**src/rtl/core/c8x_pkg.sv**
```systemverilog
// ----------------------------------------------------------------------------
// c8x_pkg
// Shared constants, opcode groups and types for the CHIP-8 execute core.
// ----------------------------------------------------------------------------
package c8x_pkg;

  localparam int unsigned STACK_DEPTH_DEF = 16;

  localparam logic [11:0] PC_START = 12'h200;
  localparam logic [15:0] INS_CLS  = 16'h00E0;
  localparam logic [15:0] INS_RET  = 16'h00EE;
  localparam logic [3:0]  VF_IDX   = 4'hF;

  // opcode groups (top nibble)
  localparam logic [3:0] GRP_SYS  = 4'h0;
  localparam logic [3:0] GRP_JP   = 4'h1;
  localparam logic [3:0] GRP_CALL = 4'h2;
  localparam logic [3:0] GRP_SEI  = 4'h3;
  localparam logic [3:0] GRP_SNEI = 4'h4;
  localparam logic [3:0] GRP_SER  = 4'h5;
  localparam logic [3:0] GRP_LDI  = 4'h6;
  localparam logic [3:0] GRP_ADDI = 4'h7;
  localparam logic [3:0] GRP_ALU  = 4'h8;
  localparam logic [3:0] GRP_SNER = 4'h9;

  // 8xyN operations
  localparam logic [3:0] OP_LD   = 4'h0;
  localparam logic [3:0] OP_OR   = 4'h1;
  localparam logic [3:0] OP_AND  = 4'h2;
  localparam logic [3:0] OP_XOR  = 4'h3;
  localparam logic [3:0] OP_ADD  = 4'h4;
  localparam logic [3:0] OP_SUB  = 4'h5;
  localparam logic [3:0] OP_SHR  = 4'h6;
  localparam logic [3:0] OP_SUBN = 4'h7;
  localparam logic [3:0] OP_SHL  = 4'hE;

  typedef struct packed {
    logic       wr_x;   // write result to Vx
    logic [7:0] res;
    logic       wr_f;   // write flag to VF
    logic       flag;
  } alu_t;

endpackage

```
**src/rtl/core/c8x_alu.sv**
```systemverilog
// ----------------------------------------------------------------------------
// c8x_alu
// Register write-back logic: 6xkk, 7xkk and the 8xyN group with VF flag.
// ----------------------------------------------------------------------------
module c8x_alu (
  input  logic [3:0]    grp,
  input  logic [3:0]    op,
  input  logic [7:0]    kk,
  input  logic [7:0]    vx,
  input  logic [7:0]    vy,
  output c8x_pkg::alu_t alu
);

  logic [8:0] sum9;

  assign sum9 = {1'b0, vx} + {1'b0, vy};

  always_comb begin
    alu      = '0;
    alu.res  = vx;
    case (grp)
      c8x_pkg::GRP_LDI: begin
        alu.wr_x = 1'b1;
        alu.res  = kk;
      end
      c8x_pkg::GRP_ADDI: begin
        alu.wr_x = 1'b1;
        alu.res  = vx + kk;
      end
      c8x_pkg::GRP_ALU: begin
        case (op)
          c8x_pkg::OP_LD: begin
            alu.wr_x = 1'b1;
            alu.res  = vy;
          end
          c8x_pkg::OP_OR: begin
            alu.wr_x = 1'b1;
            alu.res  = vx | vy;
          end
          c8x_pkg::OP_AND: begin
            alu.wr_x = 1'b1;
            alu.res  = vx & vy;
          end
          c8x_pkg::OP_XOR: begin
            alu.wr_x = 1'b1;
            alu.res  = vx ^ vy;
          end
          c8x_pkg::OP_ADD: begin
            alu.wr_x = 1'b1;
            alu.wr_f = 1'b1;
            alu.res  = sum9[7:0];
            alu.flag = sum9[8];
          end
          c8x_pkg::OP_SUB: begin
            alu.wr_x = 1'b1;
            alu.wr_f = 1'b1;
            alu.res  = vx - vy;
            alu.flag = (vx > vy);
          end
          c8x_pkg::OP_SHR: begin
            alu.wr_x = 1'b1;
            alu.wr_f = 1'b1;
            alu.res  = {1'b0, vx[7:1]};
            alu.flag = vx[0];
          end
          c8x_pkg::OP_SUBN: begin
            alu.wr_x = 1'b1;
            alu.wr_f = 1'b1;
            alu.res  = vy - vx;
            alu.flag = (vy > vx);
          end
          c8x_pkg::OP_SHL: begin
            alu.wr_x = 1'b1;
            alu.wr_f = 1'b1;
            alu.res  = {vx[6:0], 1'b0};
            alu.flag = vx[7];
          end
          default: ;
        endcase
      end
      default: ;
    endcase
  end

endmodule

```
**src/rtl/core/chip8_instruction_execute.sv**
```systemverilog
// ----------------------------------------------------------------------------
// chip8_instruction_execute
// CHIP-8 execute core: program counter, V0..VF, return stack, one result
// transaction per instruction.
// ----------------------------------------------------------------------------
// Each instruction transaction on s_* is executed against the current program
// counter, data registers and return stack, and yields one result transaction
// on m_* carrying the next fetch address and the clear-screen, stack-fault and
// not-supported flags. V0..VE and the return stack sit in synchronous RAMs:
// an instruction's register and stack reads are issued when it is accepted,
// and it executes and writes back from the execute stage, which it leaves
// once the output register is free or being taken, with forwarding covering
// a write by the instruction ahead of it. A new instruction can be accepted
// every cycle while the receiver takes results; its result is registered on
// m_* as it leaves the execute stage. The register file reads as zero after
// reset; the return stack needs no clearing since only pushed entries are
// ever popped. No instruction is taken while rst is high.
module chip8_instruction_execute #(
  parameter int unsigned STACK_DEPTH = c8x_pkg::STACK_DEPTH_DEF
) (
  input  logic        clk,
  input  logic        rst,
  input  logic        s_tvalid,
  output logic        s_tready,
  input  logic [15:0] s_tdata,   // [15:0] instruction
  output logic        m_tvalid,
  input  logic        m_tready,
  output logic [15:0] m_tdata    // [11:0] fetch_address, [12] clear_screen,
                                 // [13] stack_fault, [14] not_supported, [15] 0
);

  localparam int unsigned LVL_W = $clog2(STACK_DEPTH + 1);
  localparam int unsigned IDX_W = $clog2(STACK_DEPTH);

  // storage
  logic [7:0]  vreg   [16];
  logic [11:0] rstack [STACK_DEPTH];
  logic [15:0] reg_valid;

  logic [11:0]      pc;
  logic [LVL_W-1:0] lvl;
  logic [7:0]       vf;

  // execute stage
  logic        b_valid;
  logic [15:0] b_ins;
  logic [7:0]  rd_x, rd_y, fwd_data;
  logic        vld_x, vld_y, hit_x, hit_y;
  logic [11:0] stk_rd, stk_fwd;
  logic        stk_hit;

  // output register
  logic        out_valid;
  logic [11:0] out_addr;
  logic        out_cls, out_fault, out_unsup;

  logic in_fire, b_fire;

  logic [3:0]  grp, x, y;
  logic [7:0]  kk, vx, vy, vx_mem, vy_mem;
  logic [11:0] nnn, pc2, pc4, ret_addr, pc_new;
  logic        cls, fault, unsup, push;
  logic [LVL_W-1:0] lvl_new, lvl_eff, lvl_dec;
  logic [IDX_W-1:0] stk_raddr, push_idx;
  logic        mem_we;
  c8x_pkg::alu_t alu;

  assign in_fire  = s_tvalid && s_tready;
  assign b_fire   = b_valid && (!out_valid || m_tready);
  assign s_tready = !rst && (!b_valid || b_fire);

  assign grp = b_ins[15:12];
  assign x   = b_ins[11:8];
  assign y   = b_ins[7:4];
  assign kk  = b_ins[7:0];
  assign nnn = b_ins[11:0];

  assign vx_mem = hit_x ? fwd_data : (vld_x ? rd_x : 8'h00);
  assign vy_mem = hit_y ? fwd_data : (vld_y ? rd_y : 8'h00);
  assign vx     = (x == c8x_pkg::VF_IDX) ? vf : vx_mem;
  assign vy     = (y == c8x_pkg::VF_IDX) ? vf : vy_mem;

  assign pc2      = pc + 12'd2;
  assign pc4      = pc + 12'd4;
  assign ret_addr = stk_hit ? stk_fwd : stk_rd;

  c8x_alu u_alu (
    .grp (grp),
    .op  (b_ins[3:0]),
    .kk  (kk),
    .vx  (vx),
    .vy  (vy),
    .alu (alu)
  );

  always_comb begin
    pc_new  = pc2;
    cls     = 1'b0;
    fault   = 1'b0;
    unsup   = 1'b0;
    push    = 1'b0;
    lvl_new = lvl;
    case (grp)
      c8x_pkg::GRP_SYS: begin
        if (b_ins == c8x_pkg::INS_CLS) begin
          cls = 1'b1;
        end else if (b_ins == c8x_pkg::INS_RET) begin
          if (lvl == '0) begin
            fault = 1'b1;
          end else begin
            lvl_new = lvl - LVL_W'(1);
            pc_new  = ret_addr;
          end
        end else begin
          pc_new = nnn;
        end
      end
      c8x_pkg::GRP_JP: pc_new = nnn;
      c8x_pkg::GRP_CALL: begin
        if (lvl >= LVL_W'(STACK_DEPTH)) begin
          fault = 1'b1;
        end else begin
          push    = 1'b1;
          lvl_new = lvl + LVL_W'(1);
          pc_new  = nnn;
        end
      end
      c8x_pkg::GRP_SEI:  if (vx == kk) pc_new = pc4;
      c8x_pkg::GRP_SNEI: if (vx != kk) pc_new = pc4;
      c8x_pkg::GRP_SER:  if (vx == vy) pc_new = pc4;
      c8x_pkg::GRP_SNER: if (vx != vy) pc_new = pc4;
      c8x_pkg::GRP_LDI, c8x_pkg::GRP_ADDI, c8x_pkg::GRP_ALU: ;
      default: unsup = 1'b1;
    endcase
  end

  // VF lives in a flop; V0..VE in the RAM
  assign mem_we   = b_fire && alu.wr_x && (x != c8x_pkg::VF_IDX);
  assign push_idx = lvl[IDX_W-1:0];

  // stack read for the incoming instruction sees the level after this one
  assign lvl_eff   = b_fire ? lvl_new : lvl;
  assign lvl_dec   = lvl_eff - LVL_W'(1);
  assign stk_raddr = lvl_dec[IDX_W-1:0];

  always_ff @(posedge clk) begin
    if (mem_we) begin
      vreg[x] <= alu.res;
    end
    if (in_fire) begin
      rd_x <= vreg[s_tdata[11:8]];
      rd_y <= vreg[s_tdata[7:4]];
    end
  end

  always_ff @(posedge clk) begin
    if (b_fire && push) begin
      rstack[push_idx] <= pc2;
    end
    if (in_fire) begin
      stk_rd <= rstack[stk_raddr];
    end
  end

  // forwarding info for a write landing on the same edge as the read
  always_ff @(posedge clk) begin
    if (in_fire) begin
      b_ins    <= s_tdata;
      vld_x    <= reg_valid[s_tdata[11:8]];
      vld_y    <= reg_valid[s_tdata[7:4]];
      hit_x    <= mem_we && (x == s_tdata[11:8]);
      hit_y    <= mem_we && (x == s_tdata[7:4]);
      fwd_data <= alu.res;
      stk_hit  <= b_fire && push && (push_idx == stk_raddr);
      stk_fwd  <= pc2;
    end
    if (b_fire) begin
      out_addr  <= pc_new;
      out_cls   <= cls;
      out_fault <= fault;
      out_unsup <= unsup;
    end
  end

  always_ff @(posedge clk) begin
    if (rst) begin
      pc        <= c8x_pkg::PC_START;
      lvl       <= '0;
      vf        <= 8'h00;
      reg_valid <= '0;
      b_valid   <= 1'b0;
      out_valid <= 1'b0;
    end else begin
      if (in_fire) begin
        b_valid <= 1'b1;
      end else if (b_fire) begin
        b_valid <= 1'b0;
      end
      if (b_fire) begin
        out_valid <= 1'b1;
      end else if (m_tready) begin
        out_valid <= 1'b0;
      end
      if (b_fire) begin
        pc  <= pc_new;
        lvl <= lvl_new;
        // result wins over flag when the target is VF
        if (alu.wr_x && (x == c8x_pkg::VF_IDX)) begin
          vf <= alu.res;
        end else if (alu.wr_f) begin
          vf <= {7'b0, alu.flag};
        end
      end
      if (mem_we) begin
        reg_valid[x] <= 1'b1;
      end
    end
  end

  assign m_tvalid = out_valid;
  assign m_tdata  = {1'b0, out_unsup, out_fault, out_cls, out_addr};

endmodule

```
**config.mk**
```make
export PLATFORM = sky130hd
export DESIGN_NAME = chip8_instruction_execute
export DESIGN_NICKNAME = d
export VERILOG_FILES = /design/src/rtl/core/c8x_pkg.sv /design/src/rtl/core/c8x_alu.sv /design/src/rtl/core/chip8_instruction_execute.sv
export SDC_FILE = /design/constraint.sdc
export NUM_CORES = 1
export LEC_CHECK = 0
export BUFFER_PORTS_ARGS = -buffer_cell sky130_fd_sc_hd__buf_2
export CAP_MARGIN = 20
export CORE_UTILIZATION = 63
export DETAILED_ROUTE_END_ITERATION = 16
export PLACE_DENSITY = 0.87
export SETUP_SLACK_MARGIN = 0.1
export SYNTH_ARGS = -nofsm -noshare
export SYNTH_HDL_FRONTEND = slang
export SYNTH_SLANG_ARGS = --single-unit
export TNS_END_PERCENT = 30
```
**constraint.sdc**
```tcl
create_clock -name clk -period 6.05 [get_ports clk]
set_clock_uncertainty 0.2 [all_clocks]
set_input_delay 0.605 -clock clk [delete_from_list [all_inputs] [get_ports clk]]
set_output_delay 0.605 -clock clk [all_outputs]
set_load 0.05 [all_outputs]
```
==> metrics.cfg <==
[status]
status=finished, final reports clean

[routing]
wirelength_um=65400
routed_via_density=7.67
drt_iter0_markers=3045
vias=15396
drt_pass1_iterations=7
avgRoutedWirePerCell_um=32.6
drc=0
antenna_left=0

[sta]
period_needed_ns=5.65
tightest_slew_ns=1.14
slew_headroom_pct=24.0
rsz0062_at_grt=no
tns_ns=0
timing.final.max_slew_violations=0
min_period_over_period_pct=93.4
max_freq_mhz=177
finalHoldViolations=0
hold_slack_ns=0.0207
setup_viol=0

[synth]
synthDistinctLibCells=85
ys_seq_area_share_pct=59.8
synth.top_cells.by_count=edfxtp_1 (404), mux4_2 (148), nor2_1 (124), a21oi_1 (70), nand2_1 (65)
synth.top_cell.area_share_pct=55.9
synth_cells=1461
syn_area_mm2=0.0217
ys_warn_count=0
async_reset_ff_share_pct=0
synth.most_common_cell=edfxtp_1
syn_avg_cell_area_um2=14.9
ys.flop_type=edfxtp_1
yosys_register_bits=447
yosys-top-cells-area=edfxtp_1 (56%), mux4_2 (15%), dfxtp_1 (4.0%), ha_1 (2.7%), nor2_1 (2.1%)
synth_edf_count=404
synth_top_area_cell=edfxtp_1

[finish]
area_growth_pct=11.4
drive_gt1_share_pct=22.5
instances_no_fill=2006
nFillCells=1917
nets=1593

[min_path]
hold_start=s_tdata[2]
hold_class=in -> reg
hold_depth=1
min_to=b_ins[2]

[die]
die_x_um=188
fp.dieArea_mm2=0.0352
core_mm2=0.0337
io_pins=38
initial_utilization_pct=64.4
rows=67
die_h_um=188

[cts]
cts_buffers=44
cts_root_buf=clkbuf_16
cts.htree.levels=2
insertion_delay_ns=0.57
cts_resized=0
clk_pin_slew_worst_paths_ns=0.07
cts_tree=yes
clockBufferDepth=3
cts_setup_buffers=0
clock-sinks=447
hold_buffers=0

[setup_path]
end_kind=register
cp-start-kind=register
path_class=reg -> reg
worst-path-max-fanout=49
r2r_slack_ns=0.40
worstPathArrival_ns=5.74
r2r.worst_path.cells=8
reg2reg_to=stk_rd[11]
rr_startpoint=b_ins[8]
worstPathRequired_ns=6.13

[grt]
grt-ovfl-total=0
grt_max_degree=70
grtUsageTotal_pct=37.6
grt_pass1_wl_um=96500
antenna_found_initial=2
grt_pass1_vias=15128

[pwr]
p_leak_nw=8.26
power_density_mw_per_mm2=287
vdd_ir_drop_max_v=0.000228

[place]
numPortBuffers=36
globalplace.congestion=0.967
placed_cells=1916
hpwl_um=38200

[flow_run]
drv_cap=0

## placed cells by master, fill, tap and decap left out, drive strengths merged, types with 7 or more instances in the layout
cell      n
o21a     13
a21oi    70
o21ai    42
inv      42
a31oi    10
o22ai     8
nand4     9
o211ai    7
conb      9
a21o      9
o21bai    7
nand2    65
o221ai    9
a221oi    8
a21boi    7
ha       47
nand3    25
nand2b   14
mux2i    24
nor2b    12
buf      97
edfxtp  404
xor2     10
dfxtp    43
clkbuf   57
nor3b     7
nor3     42
a22oi    11
or3       7
o31ai     7
mux4    150
a211oi   14
clkinv   18
nor2    124
xnor2    24
## where the power goes
group	internal [mW]	switching, mW	total [mW]
registers	3.43	0.0447	3.48
logic	0.211	0.374	0.586
clock network	1.68	1.20	2.88
## worst max-delay path, cell delays in order, from the launching register on
cell and delay [ns]:
edfxtp_1 0.64, or4_1 0.65, nor4_1 0.86, a21oi_1 0.28, nor2_1 0.41, xnor2_2 0.20, buf_4 0.84, mux4_2 0.66
mux4_1 0.58
## registers in the layout (all words and copies together) (netlist names), 12 cells and up
name and cells:
pc 12, rstack 192, b_ins 16, out_addr 12, reg_valid 16, stk_fwd 12, stk_rd 12, vreg 128
## worst max-delay path by stage
stage              start          end  slack (ns)
2_1_floorplan  b_ins[13]   stk_rd[10]        1.42
3_3_place_gp    b_ins[7]  out_addr[7]        1.00
3_5_place_dp    b_ins[8]  vreg[10][7]        0.66
4_1_cts         b_ins[8]  vreg[12][7]        0.61
5_1_grt         b_ins[7]  out_addr[7]        0.38
6_report        b_ins[8]   stk_rd[11]        0.40
## cell type report
cell class              count  area (um2)  share of cell area, %
diodes                      1        2.50                 0.0103
clock buffers              56        1210                   5.00
clock inverters            25         292                   1.21
inverters                  43         161                  0.667
multi-input cells         888        8270                   34.2
flip-flops and latches    447       13000                   53.7
well taps                 448         561                   2.32
repair buffers             98         691                   2.86
## metal layers
layer / track usage (%) / up-vias / wire length (um)
li1: - / 5929 / -
met3: 11.0 / 447 / 9140
met2: 57.9 / 1595 / 29900
met4: 20.9 / 2 / 4610
met1: 48.2 / 7423 / 21700
met5: 0 / - / 13
## logic make-up after synthesis
logic type                 share of synthesized area, %
and+or+nand+nor                                    7.86
DFF                                                59.8
xor gates and xnor gates                           1.52
other                                            0.0173
AOI/OAI and AO/OA                                  8.45
buffers and inverters                              2.49
muxes                                              16.8
adders and majority gates                          3.08
## through the flow
step	setup slack (ns)	cell area (um2)	util, %	total power, mW
floorplan	1.42	21700	-	3.91
finish	0.396	24200	71.8	6.94
CTS	0.613	24100	71.5	6.90
detailed placement	0.664	22600	67.0	4.08
global route	0.380	24200	71.7	7.06
global placement	1.00	22600	67.0	4.05
Note: power is estimated with default switching activity, not from simulation.
